### config.mk
export PLATFORM = sky130hd
export DESIGN_NAME = r2p_queue
export DESIGN_NICKNAME = d
export VERILOG_FILES = /design/src/rtl/r2p_pkg.sv /design/src/rtl/r2p_queue.sv
export SDC_FILE = /design/constraint.sdc
export NUM_CORES = 1
export LEC_CHECK = 0
export BUFFER_PORTS_ARGS = -buffer_cell sky130_fd_sc_hd__buf_2
export CAP_MARGIN = 20
export CORE_ASPECT_RATIO = 1.4
export CORE_UTILIZATION = 50
export CTS_CLUSTER_SIZE = 8
export DETAILED_ROUTE_END_ITERATION = 10
export GPL_ROUTABILITY_DRIVEN = 1
export GPL_TIMING_DRIVEN = 1
export MAX_ROUTING_LAYER = met4
export PLACE_DENSITY = 0.75
export SETUP_SLACK_MARGIN = 0.02
export SLEW_MARGIN = 20
export SYNTH_ARGS = -nofsm -noshare
export SYNTH_HDL_FRONTEND = slang
export SYNTH_SLANG_ARGS = --single-unit
### constraint.sdc
create_clock -name i_clk -period 4.62 [get_ports i_clk]
set_input_delay 0.231 -clock i_clk [delete_from_list [all_inputs] [get_ports i_clk]]
set_output_delay 0.231 -clock i_clk [all_outputs]
set_load 0.02 [all_outputs]
### src/rtl/r2p_pkg.sv
`timescale 1ns / 1ps
// Shared types, constants and elaboration-time constant functions for the rect-to-polar block.
package r2p_pkg;

    // Fixed fraction bits of the CORDIC x/y datapath.
    localparam int FRAC_BITS = 16;
    // Angle accumulator width: Q32 radians with headroom and a sign bit.
    localparam int Z_WIDTH = 35;
    // Width of the gain-compensation constant (Q31, always below 1.0).
    localparam int GAIN_WIDTH = 31;

    localparam logic [63:0] PI_Q32         = 64'h0000_0003_243F_6A89;
    localparam logic [63:0] HALF_PI_Q32    = 64'h0000_0001_921F_B544;
    localparam logic [63:0] QUARTER_PI_Q32 = 64'h0000_0000_C90F_DAA2;

    localparam int          DIST_ROUND_SHIFT  = 47;
    localparam logic [63:0] DIST_ROUND_BIAS   = 64'h0000_4000_0000_0000;
    localparam int          ANGLE_ROUND_SHIFT = 19;
    localparam logic [63:0] ANGLE_ROUND_BIAS  = 64'h0000_0000_0004_0000;

    localparam logic [15:0] ANGLE_PI_CODE      = 16'd25736;
    localparam logic [15:0] ANGLE_HALF_PI_CODE = 16'd12868;
    localparam logic [15:0] DIST_MAX           = 16'hFFFF;

    localparam int Q_DEPTH = 4;
    localparam int Q_PTR_W = 2;
    localparam int Q_CNT_W = 3;

    typedef enum logic [1:0] {
        KIND_GENERAL,
        KIND_ORIGIN,
        KIND_X_AXIS,
        KIND_Y_AXIS
    } t_kind;

    typedef struct packed {
        t_kind kind;
        logic  x_neg;
        logic  y_neg;
    } t_tag;

    typedef struct packed {
        logic               full;
        logic [Q_CNT_W-1:0] count;
    } t_q_status;

    // Unsigned quotient by shift and subtract, one quotient bit per step.
    function automatic logic [63:0] udiv64(input logic [63:0] num, input logic [63:0] den);
        logic [63:0] quo;
        logic [64:0] rem;
        int          j;
        quo = 64'd0;
        rem = 65'd0;
        for (j = 63; j >= 0; j--) begin
            rem = {rem[63:0], num[j]};
            if (rem >= {1'b0, den}) begin
                rem    = rem - {1'b0, den};
                quo[j] = 1'b1;
            end
        end
        return quo;
    endfunction

    // atan(2^-i) in Q32, from the odd power series evaluated with 16 guard bits.
    function automatic logic [63:0] atan_q32(input int unsigned i);
        logic [63:0] pos;
        logic [63:0] neg;
        logic [63:0] term;
        int unsigned k;
        pos = 64'd0;
        neg = 64'd0;
        if (i == 0) begin
            return QUARTER_PI_Q32;
        end
        for (k = 0; i * (2 * k + 1) <= 48; k++) begin
            term = udiv64(64'd1 << (48 - i * (2 * k + 1)), 64'(2 * k + 1));
            if (k[0]) begin
                neg = neg + term;
            end else begin
                pos = pos + term;
            end
        end
        return ((pos - neg) + 64'd32768) >> 16;
    endfunction

    function automatic logic [63:0] isqrt64(input logic [63:0] n);
        logic [63:0] res;
        logic [63:0] rem;
        logic [63:0] bitv;
        int          j;
        res  = 64'd0;
        rem  = n;
        bitv = 64'd1 << 62;
        for (j = 0; j < 32; j++) begin
            if (bitv > rem) begin
                bitv = bitv >> 2;
            end
        end
        for (j = 0; j < 32; j++) begin
            if (bitv != 64'd0) begin
                if (rem >= res + bitv) begin
                    rem = rem - (res + bitv);
                    res = (res >> 1) + bitv;
                end else begin
                    res = res >> 1;
                end
                bitv = bitv >> 2;
            end
        end
        return res;
    endfunction

    // Inverse CORDIC gain in Q31 for the given number of iterations.
    function automatic logic [63:0] gain_k_q31(input int unsigned stages);
        logic [63:0] p;
        int unsigned i;
        p = 64'd1 << 62;
        for (i = 0; i < stages; i++) begin
            p = p - udiv64(p, (64'd1 << (2 * i)) + 64'd1);
        end
        return isqrt64(p);
    endfunction

endpackage

### src/rtl/r2p_queue.sv
`timescale 1ns / 1ps
// Small register FIFO between the classifying front and the CORDIC back end.
module r2p_queue #(
    parameter int COORD_WIDTH = 16
) (
    input  logic                   i_clk,
    input  logic                   i_rst_n,
    input  logic                   i_push,
    input  logic [COORD_WIDTH-1:0] i_ax,
    input  logic [COORD_WIDTH-1:0] i_ay,
    input  r2p_pkg::t_tag          i_tag,
    input  logic                   i_pop,
    output logic                   o_valid,
    output logic [COORD_WIDTH-1:0] o_ax,
    output logic [COORD_WIDTH-1:0] o_ay,
    output r2p_pkg::t_tag          o_tag,
    output r2p_pkg::t_q_status     o_stat
);

    logic [COORD_WIDTH-1:0]       r_ax_mem  [0:r2p_pkg::Q_DEPTH-1];
    logic [COORD_WIDTH-1:0]       r_ay_mem  [0:r2p_pkg::Q_DEPTH-1];
    r2p_pkg::t_tag                r_tag_mem [0:r2p_pkg::Q_DEPTH-1];
    logic [r2p_pkg::Q_PTR_W-1:0]  r_wr_ptr;
    logic [r2p_pkg::Q_PTR_W-1:0]  r_rd_ptr;
    logic [r2p_pkg::Q_CNT_W-1:0]  r_count;
    logic [r2p_pkg::Q_CNT_W-1:0]  n_count;

    always_ff @(posedge i_clk) begin
        if (i_push) begin
            r_ax_mem[r_wr_ptr]  <= i_ax;
            r_ay_mem[r_wr_ptr]  <= i_ay;
            r_tag_mem[r_wr_ptr] <= i_tag;
        end
    end

    always_comb begin
        unique case ({i_push, i_pop})
            2'b10:   n_count = r_count + 1'b1;
            2'b01:   n_count = r_count - 1'b1;
            default: n_count = r_count;
        endcase
    end

    always_ff @(posedge i_clk) begin
        if (!i_rst_n) begin
            r_wr_ptr <= '0;
            r_rd_ptr <= '0;
            r_count  <= '0;
        end else begin
            if (i_push) begin
                r_wr_ptr <= r_wr_ptr + 1'b1;
            end
            if (i_pop) begin
                r_rd_ptr <= r_rd_ptr + 1'b1;
            end
            r_count <= n_count;
        end
    end

    assign o_valid      = (r_count != '0);
    assign o_ax         = r_ax_mem[r_rd_ptr];
    assign o_ay         = r_ay_mem[r_rd_ptr];
    assign o_tag        = r_tag_mem[r_rd_ptr];
    assign o_stat.full  = (r_count == r2p_pkg::Q_CNT_W'(r2p_pkg::Q_DEPTH));
    assign o_stat.count = r_count;

endmodule

==> flow_summary.ini <==
[setup_path]
slowest_delay_ns = 0.63
critPathCaptureType = output pin
worst-path-buf-inv = 2
cp_top_family = buffers and inverters
cp.required_ns = 4.39
critical_path_class = flop to output pin
slowest_stage = mux4_1
crit_chain = buf_4, mux4_1, buf_2
startpoint_type = flop
crit_fanout = 27
critical_path_arrival_ns = 2.29

[routing]
vias = 2515
vias_per_cell = 5.23
drt-total-wl_mm = 9.19
detail-route-antenna-nets = 0
drc_errors = 0
wl_per_cell_um = 19.1
first_pass_iters = 4
drt_iter0_drc = 129

[sta]
setup_slack_ns = 2.10
fmax_mhz = 397
maxSlewHeadroom_pct = 34.4
finalCriticalPeriod_ns = 2.52
worst_pin_slew_ns = 0.984
final-max-slew-violation-count = 0
setup_tns_ns = 0
rsz0062_at_grt = no
fin_skew_ns = 0.00617
finalSetupViolations = 0
hold_violations = 0
period_share_pct = 54.6

[pwr]
ir_drop_mv = 0.317
p_leak_nw = 2.35
p_per_area_nw_per_um2 = 482

[place]
dp_cells = 448
post-place-ws_ns = 2.47
hpwl_mm = 5.42
io_buffers = 80
placed_area_um2 = 6200
place.gp.congestion = 0.692

[clocking]
cts-root-buf = clkbuf_16
clk_transition_reported_paths_ns = 0.06
post_cts_buffers = 0
cts_tree = done
cts_hold_buf = 0
cts_max_level = 4
cts_resized = 0
worstSkewPairLatency_ns = 0.41
cts_max_path_buffers = 2
cts_buffers = 17
cts_num_sinks = 153

[synth]
synthTopCellsByArea = edfxtp_1 76%, mux4_2 12%, dfxtp_1 3.2%, mux4_1 2.8%, and2_1 1.1%
synth_top_family_by_area = multiplexers
synth_xor_area_share_pct = 0.768
synth_compound_area_share_pct = 0.307
yosysUniqueCellTypes = 21
ys_seq_elements = 153
ys_seq_area_share_pct = 79.0
netlist.area_leader.share_pct = 75.9
synth_top_area_cell = edfxtp_1
syn_nets = 280
syn_area_um2 = 5700
synth_mux_area_share_pct = 14.8
yosys_warnings = 0
syn_inst = 234
yosys.area_share.simple_pct = 1.67
synth_adder_area_share_pct = 1.45
avgSynthCellArea_um2 = 24.4

[die]
rows = 45
coreArea_um2 = 11000
initial_core_util_pct = 51.9
die_h_um = 128
io_pins = 81
die_w_um = 92.2
die_area_um2 = 11800

[finish]
final_cell_area_um2 = 6770
area_delta_synth_final_pct = 18.8
nNetsFinal = 372
final_cells = 481
mostFrequentLayoutCells = 144 x edfxtp_1, 80 x buf_2, 30 x mux4_2, 17 x clkbuf_16, 7 x dfxtp_1
drive_gt1_share_pct = 41.7
n_fill_cell = 806
layout_commonest_cell = edfxtp_1
utilization_pct = 61.7

[grt]
antenna_found_initial = 2
grt_max_degree = 37
grt_pass1_vias = 2683
grt_pass1_wl_mm = 14.5
grt_usage_pct = 18.0
grt-ovfl-total = 0

[worst_hold_path]
hold_class = input pin to flop

[run_status]
status = finished clean

[run]
maxCapViolCount = 0
-- stage by stage --
step / hold slack, ns / power, mW
floorplan: 0.330 / 1.87
global placement: 0.441 / 1.97
detailed placement: 0.450 / 1.98
CTS: 0.0178 / 3.30
global route: 0.0241 / 3.37
finish: 0.0350 / 3.26
-- final timing paths --
| path | cells after the start | startpoint | to | slack (ns) |
|---|---|---|---|---|
| setup / recovery | 3 | flop | o_tag[0] | 2.10 |
| hold / removal | 1 | i_ax[1] | r_ax_mem[2][1] | 0.03 |
| hold reg to reg | 2 | r_count[2] | r_count[2] | 0.53 |
| setup reg to reg | 3 | r_wr_ptr[0] | r_ay_mem[2][1] | 2.87 |
-- sequential cells by signal, indices dropped and copies added, names as in the netlist, named ones only --
name / cells
r_count: 3
r_wr_ptr: 2
r_ay_mem: 64
r_rd_ptr: 2
r_tag_mem: 16
r_ax_mem: 64
-- metal layers --
layer / routed length [um] / global-route usage, % / up-vias / part of all wire (%)
li1: - / - / 1159 / -
met1: 3780 / 21.1 / 1280 / 41
met2: 4830 / 28.9 / 63 / 53
met3: 409 / 5.02 / 13 / 4.5
met4: 164 / 8.82 / 0 / 1.8
met5: 0 / - / - / 0
-- cell usage after synthesis --
| cell type | instances |
|---|---|
| dfxtp_1 | 9 |
| nor2b_1 | 1 |
| mux4_2 | 30 |
| o21ai_0 | 2 |
| fa_1 | 1 |
| and3_1 | 1 |
| inv_1 | 6 |
| buf_6 | 1 |
| buf_2 | 3 |
| xnor2_1 | 2 |
| buf_12 | 3 |
| a21boi_0 | 1 |
| nand2_1 | 2 |
| and2_1 | 10 |
| mux2i_1 | 1 |
| edfxtp_1 | 144 |
| or3_1 | 2 |
| ha_1 | 5 |
| xor2_1 | 3 |
| clkbuf_2 | 1 |
| mux4_1 | 6 |
-- power breakdown --
group	internal [mW]	switching (mW)	total (mW)
Combinational	0.135	0.182	0.317
Sequential	1.59	0.0335	1.63
Clock	0.836	0.485	1.32
-- area by class of cell --
class	instances	area (um^2)	area share, %
Timing Repair Buffer	81	408	6.02
Sequential cell	153	4510	66.6
Clock inverter	11	129	1.90
Antenna cell	2	5.00	0.0739
Clock buffer	20	437	6.45
Inverter	6	22.5	0.333
Multi-Input combinational cell	67	1090	16.1
Tap cell	141	176	2.61
-- logic make-up (layout without fill, tap and decap cells) --
kind of cell	count (synthesis)	in the layout
AO/OA/AOI/OAI	3	3
XOR/XNOR	5	5
adder cells (fa/ha/maj)	6	6
buffers and inverters	14	118
flip-flops	153	153
multiplexers	37	37
other	0	2
AND/OR/NAND/NOR	16	16
Power figures use the tool's default switching activity.
