`src/rtl/r2p_pkg.sv`:
```
`timescale 1ns / 1ps
// Shared types, constants and elaboration-time constant functions for the rect-to-polar block.
package r2p_pkg;

    // Fixed fraction bits of the CORDIC x/y datapath.
    localparam int FRAC_BITS = 16;
    // Angle accumulator width: Q32 radians with headroom and a sign bit.
    localparam int Z_WIDTH = 35;
    // Width of the gain-compensation constant (Q31, always below 1.0).
    localparam int GAIN_WIDTH = 31;

    localparam logic [63:0] PI_Q32         = 64'h0000_0003_243F_6A89;
    localparam logic [63:0] HALF_PI_Q32    = 64'h0000_0001_921F_B544;
    localparam logic [63:0] QUARTER_PI_Q32 = 64'h0000_0000_C90F_DAA2;

    localparam int          DIST_ROUND_SHIFT  = 47;
    localparam logic [63:0] DIST_ROUND_BIAS   = 64'h0000_4000_0000_0000;
    localparam int          ANGLE_ROUND_SHIFT = 19;
    localparam logic [63:0] ANGLE_ROUND_BIAS  = 64'h0000_0000_0004_0000;

    localparam logic [15:0] ANGLE_PI_CODE      = 16'd25736;
    localparam logic [15:0] ANGLE_HALF_PI_CODE = 16'd12868;
    localparam logic [15:0] DIST_MAX           = 16'hFFFF;

    localparam int Q_DEPTH = 4;
    localparam int Q_PTR_W = 2;
    localparam int Q_CNT_W = 3;

    typedef enum logic [1:0] {
        KIND_GENERAL,
        KIND_ORIGIN,
        KIND_X_AXIS,
        KIND_Y_AXIS
    } t_kind;

    typedef struct packed {
        t_kind kind;
        logic  x_neg;
        logic  y_neg;
    } t_tag;

    typedef struct packed {
        logic               full;
        logic [Q_CNT_W-1:0] count;
    } t_q_status;

    // Unsigned quotient by shift and subtract, one quotient bit per step.
    function automatic logic [63:0] udiv64(input logic [63:0] num, input logic [63:0] den);
        logic [63:0] quo;
        logic [64:0] rem;
        int          j;
        quo = 64'd0;
        rem = 65'd0;
        for (j = 63; j >= 0; j--) begin
            rem = {rem[63:0], num[j]};
            if (rem >= {1'b0, den}) begin
                rem    = rem - {1'b0, den};
                quo[j] = 1'b1;
            end
        end
        return quo;
    endfunction

    // atan(2^-i) in Q32, from the odd power series evaluated with 16 guard bits.
    function automatic logic [63:0] atan_q32(input int unsigned i);
        logic [63:0] pos;
        logic [63:0] neg;
        logic [63:0] term;
        int unsigned k;
        pos = 64'd0;
        neg = 64'd0;
        if (i == 0) begin
            return QUARTER_PI_Q32;
        end
        for (k = 0; i * (2 * k + 1) <= 48; k++) begin
            term = udiv64(64'd1 << (48 - i * (2 * k + 1)), 64'(2 * k + 1));
            if (k[0]) begin
                neg = neg + term;
            end else begin
                pos = pos + term;
            end
        end
        return ((pos - neg) + 64'd32768) >> 16;
    endfunction

    function automatic logic [63:0] isqrt64(input logic [63:0] n);
        logic [63:0] res;
        logic [63:0] rem;
        logic [63:0] bitv;
        int          j;
        res  = 64'd0;
        rem  = n;
        bitv = 64'd1 << 62;
        for (j = 0; j < 32; j++) begin
            if (bitv > rem) begin
                bitv = bitv >> 2;
            end
        end
        for (j = 0; j < 32; j++) begin
            if (bitv != 64'd0) begin
                if (rem >= res + bitv) begin
                    rem = rem - (res + bitv);
                    res = (res >> 1) + bitv;
                end else begin
                    res = res >> 1;
                end
                bitv = bitv >> 2;
            end
        end
        return res;
    endfunction

    // Inverse CORDIC gain in Q31 for the given number of iterations.
    function automatic logic [63:0] gain_k_q31(input int unsigned stages);
        logic [63:0] p;
        int unsigned i;
        p = 64'd1 << 62;
        for (i = 0; i < stages; i++) begin
            p = p - udiv64(p, (64'd1 << (2 * i)) + 64'd1);
        end
        return isqrt64(p);
    endfunction

endpackage

```
`src/rtl/r2p_front.sv`:
```
`timescale 1ns / 1ps
// Input side: takes a point, folds it to the first quadrant and classifies axis cases.
module r2p_front #(
    parameter int COORD_WIDTH = 16
) (
    input  logic                   i_valid,
    output logic                   o_ready,
    input  logic [COORD_WIDTH-1:0] i_x,
    input  logic [COORD_WIDTH-1:0] i_y,
    input  r2p_pkg::t_q_status     i_q_stat,
    output logic                   o_push,
    output logic [COORD_WIDTH-1:0] o_ax,
    output logic [COORD_WIDTH-1:0] o_ay,
    output r2p_pkg::t_tag          o_tag
);

    logic x_neg;
    logic y_neg;
    logic x_zero;
    logic y_zero;

    assign x_neg  = i_x[COORD_WIDTH-1];
    assign y_neg  = i_y[COORD_WIDTH-1];
    assign x_zero = (i_x == '0);
    assign y_zero = (i_y == '0);

    assign o_ready = !i_q_stat.full;
    assign o_push  = i_valid && !i_q_stat.full;

    // The most negative code folds to its magnitude, which still fits unsigned.
    assign o_ax = x_neg ? (COORD_WIDTH'(0) - i_x) : i_x;
    assign o_ay = y_neg ? (COORD_WIDTH'(0) - i_y) : i_y;

    always_comb begin
        o_tag.x_neg = x_neg;
        o_tag.y_neg = y_neg;
        priority if (x_zero && y_zero) begin
            o_tag.kind = r2p_pkg::KIND_ORIGIN;
        end else if (y_zero) begin
            o_tag.kind = r2p_pkg::KIND_X_AXIS;
        end else if (x_zero) begin
            o_tag.kind = r2p_pkg::KIND_Y_AXIS;
        end else begin
            o_tag.kind = r2p_pkg::KIND_GENERAL;
        end
    end

endmodule

```
`config.mk`:
```
export PLATFORM = sky130hd
export DESIGN_NAME = r2p_front
export DESIGN_NICKNAME = d
export VERILOG_FILES = /design/src/rtl/r2p_pkg.sv /design/src/rtl/r2p_front.sv
export SDC_FILE = /design/constraint.sdc
export NUM_CORES = 1
export LEC_CHECK = 0
export ABC_AREA = 1
export CAP_MARGIN = 20
export CORE_MARGIN = 4
export CORE_UTILIZATION = 62
export DETAILED_ROUTE_END_ITERATION = 7
export DONT_BUFFER_PORTS = 1
export PLACE_DENSITY_LB_ADDON = 0.15
export SYNTH_ARGS = -nofsm -noshare
export SYNTH_HDL_FRONTEND = slang
export SYNTH_SLANG_ARGS = --single-unit
```
`constraint.sdc`:
```
create_clock -name vclk -period 1.1
set_input_delay 0.22 -clock vclk [all_inputs]
set_output_delay 0.22 -clock vclk [all_outputs]
set_load 0.01 [all_outputs]
```
==> impl_metrics.yaml, run 1 <==
final_layout:
  fin_util: 0.8779
  seq_area_um2: 0
  fin_nets: 225
  nFlopsAndLatches: 0
  postLayoutCellArea_um2: 1323
  num_antenna_cells: 0
  layout.cells.non_filler: 200
  syn_to_final_growth_pct: 34.31
  drive_gt1_frac: 0.3859
  n_clock_buffer: 0
floorplan:
  dieArea_um2: 2290
  coreArea_um2: 1506
  die_h_um: 47.85
  initial_core_util: 0.6537
  rows: 14
  io_pins: 75
  fp.dieW_um: 47.85
timing:
  fin_crit_sh: 1.106
  rsz0062_at_grt: "yes"
  drv_slew: 0
  finalHoldViolCount: 0
  fin_ws_ns: -0.1162
  worstMarginPinSlew_ns: 0.4619
  max_freq_ghz: 0.8222
  relSlewSlack: 0.6888
  layout_min_cycle_time_ns: 1.216
  setup_viol: 13
pwr:
  powerDensity_nw_per_um2: 341.0
  p_comb_frac: 1.000
  pwr-share-seq: 0
  p_int_w: 0.0001813
  power_switching_w: 0.0002696
  clock_power_share: 0
  ir_worst_vdd_v: 0.0002548
  p_leak_nw: 0.5936
  swShare: 0.5979
placement:
  place_inst: 200
  place_area_um2: 1017
  post-place-ws_ns: -0.06165
  gp_congestion: 0.8457
  io_buffer_count: 0
  dp_hpwl_mm: 2.059
grt:
  grt_pass1_wl_mm: 3.498
  grt_overflow: 0
  grt_pass1_vias: 912
  grt.total_usage: 0.1968
  grt_max_degree: 20
  grt_use_met3: 0.03008
  grt_busiest_layer: "met2"
  use_met2: 0.3483
  met1_usage: 0.2609
  antenna_found_initial: 0
run:
  cap_violations: 0
routing:
  drcViolationCount: 0
  wirelength_mm: 3.694
  first_pass_iters: 4
  ant_nets: 0
  drt_iter0_markers: 82
  vias: 1264
  wl_per_cell_um: 18.47
  via_per_inst: 6.320
worst_setup_path:
  cp_num_buf_inv: 0
  critPathKind: "in2out"
  critPathMaxFanout: 4
  cp_top_family: "simple AND/OR/NAND/NOR gates"
  endpoint_kind: "output pin"
  cp.required_ns: 0.88
  crit_top_cell: "nand2_1"
  cp_slowest_stage_delay_ns: 0.18
  cp-start-kind: "input pin"
  arrival_ns: 1.00
  cp_slowest_cell: "nor2_1"
  cp_cell_sequence: "nor2_1, nand4_1, nand2_1, nand2_1, nand2_1, nand2_1"
logic_synthesis:
  syn_inst: 187
  syn_avg_cell_area_um2: 5.266
  yosysWarnings: 0
  yosysUniqueCellTypes: 19
  syn_nets: 226
  synthesis.area_um2: 984.7
  ys_seq_area_frac: 0
run_status:
  failed_checks: "negative setup slack"
  run_status: "finished, violations left"
clock_tree:
  holdBufCountCts: 0
  cts_setup_buffers: 0
hold_path:
  hold_path_class: "in2out"
area by class of cell:
class,count,area (µm²)
Multi-Input combinational cell,149,1061
Inverter,30,203.9
Fill cell,80,183.9
Timing Repair Buffer,5,37.54
Tap cell,16,20.02
layer usage:
layer,wire (µm),vias to the layer above
li1,-,560
met3,447,21
met5,0,-
met4,150,0
met2,1774,105
met1,1322,578
timing repair:
item                       CTS  global route
cloned                       0             0
pin swaps                   11            23
resized for setup           20            48
setup endpoints to repair   17            22
final timing paths:
| check | startpoint | endpoint | slack [ns] | cells after the start |
|---|---|---|---|---|
| max | i_y[7] | o_ay[13] | -0.12 | 6 |
| min | i_y[15] | o_tag[0] | 0.44 | 0 |
cell usage in the layout (no fill, tap or decap):
cell,n
nor2_2,5
o21ai_1,1
nand4_1,2
nand2_4,3
nand2_2,14
xnor2_2,5
o21ai_4,6
o21ai_2,3
clkinv_16,3
inv_1,22
nand2_8,1
xnor2_1,9
nor2_1,14
nor3_2,1
nor3_4,1
nand2_1,43
inv_12,1
nand3_1,16
inv_2,4
ha_4,2
nand3_2,4
o21ai_0,6
nor2_4,13
buf_4,5
cell usage after synthesis:
cell type | count | area share
nand2_2 | 6 | 0.038
nor2_2 | 8 | 0.051
ha_1 | 2 | 0.025
nor3_2 | 2 | 0.020
o21ai_2 | 8 | 0.071
nor2_1 | 22 | 0.084
inv_2 | 3 | 0.011
nor2_4 | 2 | 0.023
buf_6 | 2 | 0.023
xnor2_1 | 14 | 0.12
nand3_1 | 16 | 0.081
nand3_2 | 4 | 0.041
o21ai_1 | 2 | 0.010
buf_2 | 2 | 0.010
o21ai_0 | 6 | 0.030
nand2_1 | 55 | 0.21
nand4_1 | 2 | 0.013
inv_1 | 27 | 0.10
buf_4 | 4 | 0.030
power groups by stage:
stage,Sequential [W],Combinational [W],Clock (W)
2_1_floorplan,0,0.000336,0
3_3_place_gp,0,0.000336,0
3_5_place_dp,0,0.000347,0
4_1_cts,0,0.000361,0
5_1_grt,0,0.000486,0
6_report,0,0.000451,0
metrics by stage:
stage	hold slack, ns	power (W)	TNS (ns)
finish	0.4400	0.0004509	-0.5330
global route	0.4400	0.0004855	-1.141
CTS	0.4402	0.0003614	-0.02700
detailed placement	0.4401	0.0003474	-0.3714
global placement	0.4402	0.0003363	-0.07724
floorplan	0.4732	0.0003363	0
cell families (layout without fill, tap and decap cells):
kind of cell    after synthesis  in the layout  share of synthesized area
compound gates               16             16                     0.1118
buf+inv                      38             35                     0.1779
simple gates                117            117                     0.5604
xor+xnor                     14             14                     0.1245
fa+ha+maj                     2              2                    0.02541
Power figures use the tool's default switching activity.
==> run 2, diff against run 1 <==
--- a/config.mk
+++ b/config.mk
@@ -8,7 +8,7 @@
 export ABC_AREA = 1
 export CAP_MARGIN = 20
 export CORE_MARGIN = 4
-export CORE_UTILIZATION = 62
+export CORE_UTILIZATION = 68
 export DETAILED_ROUTE_END_ITERATION = 7
 export DONT_BUFFER_PORTS = 1
 export PLACE_DENSITY_LB_ADDON = 0.15
==> constraint.sdc (replaced) <==
create_clock -name vclk -period 1.3
set_input_delay 0.26 -clock vclk [all_inputs]
set_output_delay 0.26 -clock vclk [all_outputs]
set_load 0.01 [all_outputs]
==> run 2 against run 1 <==
Against the previous run:
- the run now ends clean
- die area fell by 7.4%
- worst hold slack improved by 0.080 ns
- global-route usage rose by 4.0 points
- first-iteration DRC count fell by 74%
- power fell by 33%
- sequential share of layout area did not move
- combinational power fell by 33%
- via count fell by 13%
- wire length fell by 30%
- cell area fell by 22%
- non-clock buffer count fell by 3
- worst setup slack improved by 0.12 ns
==> impl_metrics.yaml, run 2 (synthesis gave the netlist of run 1 again) <==
pwr:
  pwr-share-seq: 0
  powerDensity_nw_per_um2: 292.9
  power_switching_w: 0.0001921
  ir_worst_vdd_v: 0.0001712
  p_int_w: 0.0001091
  clock_power_share: 0
  swShare: 0.6378
  p_leak_nw: 0.5069
  p_comb_frac: 1.000
final_layout:
  final_common_cell: "nand2_1"
  fin_nets: 222
  syn_to_final_growth_pct: 4.448
  mostFrequentLayoutCells: "53 x nand2_1, 23 x inv_1, 21 x nor2_1, 16 x nand3_1, 14 x xnor2_1"
  nFlopsAndLatches: 0
  n_clock_buffer: 0
  seq_area_um2: 0
  drive_gt1_frac: 0.2431
  postLayoutCellArea_um2: 1028
  num_antenna_cells: 0
worst_setup_path:
  cp_cell_sequence: "nor2_2, nand2_1, o21ai_1, nand2_1, nand2_1, nand2_1"
  crit_top_cell: "nand2_1"
  critPathMaxFanout: 4
  arrival_ns: 1.03
  cp.required_ns: 1.04
  cp_slowest_stage_delay_ns: 0.24
  cp-start-kind: "input pin"
  cp_slowest_cell: "o21ai_1"
  critPathKind: "in2out"
  endpoint_kind: "output pin"
placement:
  place_area_um2: 958.4
  post-place-ws_ns: -0.04406
  io_buffer_count: 0
  dp_hpwl_mm: 2.045
  gp_congestion: 0.8632
grt:
  met1_usage: 0.3264
  grt_use_met3: 0.04297
  use_met2: 0.3984
  grt_busiest_layer: "met2"
  grt.total_usage: 0.2370
  grt_pass1_vias: 1010
  grt_overflow: 0
  antenna_found_initial: 0
  grt_pass1_wl_mm: 3.988
  grt_max_degree: 20
floorplan:
  die_h_um: 46.06
  initial_core_util: 0.7383
  coreArea_um2: 1334
  rows: 13
  dieArea_um2: 2121
  io_pins: 75
  fp.dieW_um: 46.06
routing:
  ant_nets: 0
  first_pass_iters: 4
  via_per_inst: 5.607
  vias: 1099
  wl_per_cell_um: 13.22
  drt_iter0_markers: 21
  wirelength_mm: 2.592
  drcViolationCount: 0
timing:
  worstMarginPinSlew_ns: 0.3737
  finalHoldViolCount: 0
  fin_crit_sh: 0.9948
  setup_viol: 0
  layout_min_cycle_time_ns: 1.293
  fin_ws_ns: 0.006742
  rsz0062_at_grt: "yes"
  max_freq_ghz: 0.7732
  relSlewSlack: 0.7482
  drv_slew: 0
run_status:
  run_status: "finished clean"
clock_tree:
  holdBufCountCts: 0
hold_path:
  hold_path_class: "in2out"
run:
  cap_violations: 0
## run 2: cell types whose count changed in the layout (fill, tap and decap cells not counted), moves of 2 or more
cell       previous run  this run
nand2_1              43        53
clkinv_16             3         0
xnor2_1               9        14
buf_4                 5         2
nand2_2              14         6
xnor2_2               5         0
nor2_1               14        21
nor2_4               13         2
nor2_2                5         9
o21ai_4               6         4
inv_2                 4         7
## run 2: worst paths after layout
check	from	to	slack (ns)	cells after the start
worst max-delay path	i_y[9]	o_ay[14]	0.007	6
worst min-delay path	i_x[0]	o_ax[0]	0.52	0
## run 2: critical path: cells and delay by family
family	cells	cell delay (ns)
compound gates	1	0.24
simple gates	5	0.54
## run 2: layer usage
metal | vias to the layer above | wire [µm]
li1 | 561 | -
met1 | 460 | 1017
met2 | 72 | 1230
met3 | 6 | 311
met4 | 0 | 33
met5 | - | 0
## run 2: cell type report
| class | instances | area (µm²) |
|---|---|---|
| fillers | 113 | 305.3 |
| well taps | 15 | 18.77 |
| inverters | 30 | 112.6 |
| repair buffers | 2 | 15.01 |
| multi-input cells | 149 | 882.1 |
## run 2: timing repair
action / 4_1_cts / 5_1_grt
hold endpoints to repair: 0 / 0
pin swaps: 7 / 4
gates cloned: 0 / 0
resized for setup: 7 / 9
buffers inserted: 0 / 0
endpoints found under the setup margin: 7 / 7
## run 2: per-stage QoR
step / utilization / cells / total power [W] / setup TNS [ns] / hold WS (ns)
4_1_cts: 0.7373 / 196 / 0.0002864 / 0 / 0.5201
3_3_place_gp: 0.7186 / 196 / 0.0002692 / -0.009174 / 0.5201
5_1_grt: 0.7711 / 196 / 0.0003349 / -0.3630 / 0.5200
3_5_place_dp: 0.7186 / 196 / 0.0002774 / -0.1103 / 0.5201
6_report: 0.7711 / 196 / 0.0003012 / 0 / 0.5200
2_1_floorplan: - / 187 / 0.0002741 / 0 / 0.5532
## run 2: power by group through the flow
stage                     registers (W)  logic, W  clock network, W
final                                 0  0.000301                 0
after global placement                0  0.000269                 0
after global routing                  0  0.000335                 0
after floorplan                       0  0.000274                 0
after detailed placement              0  0.000277                 0
after CTS                             0  0.000286                 0
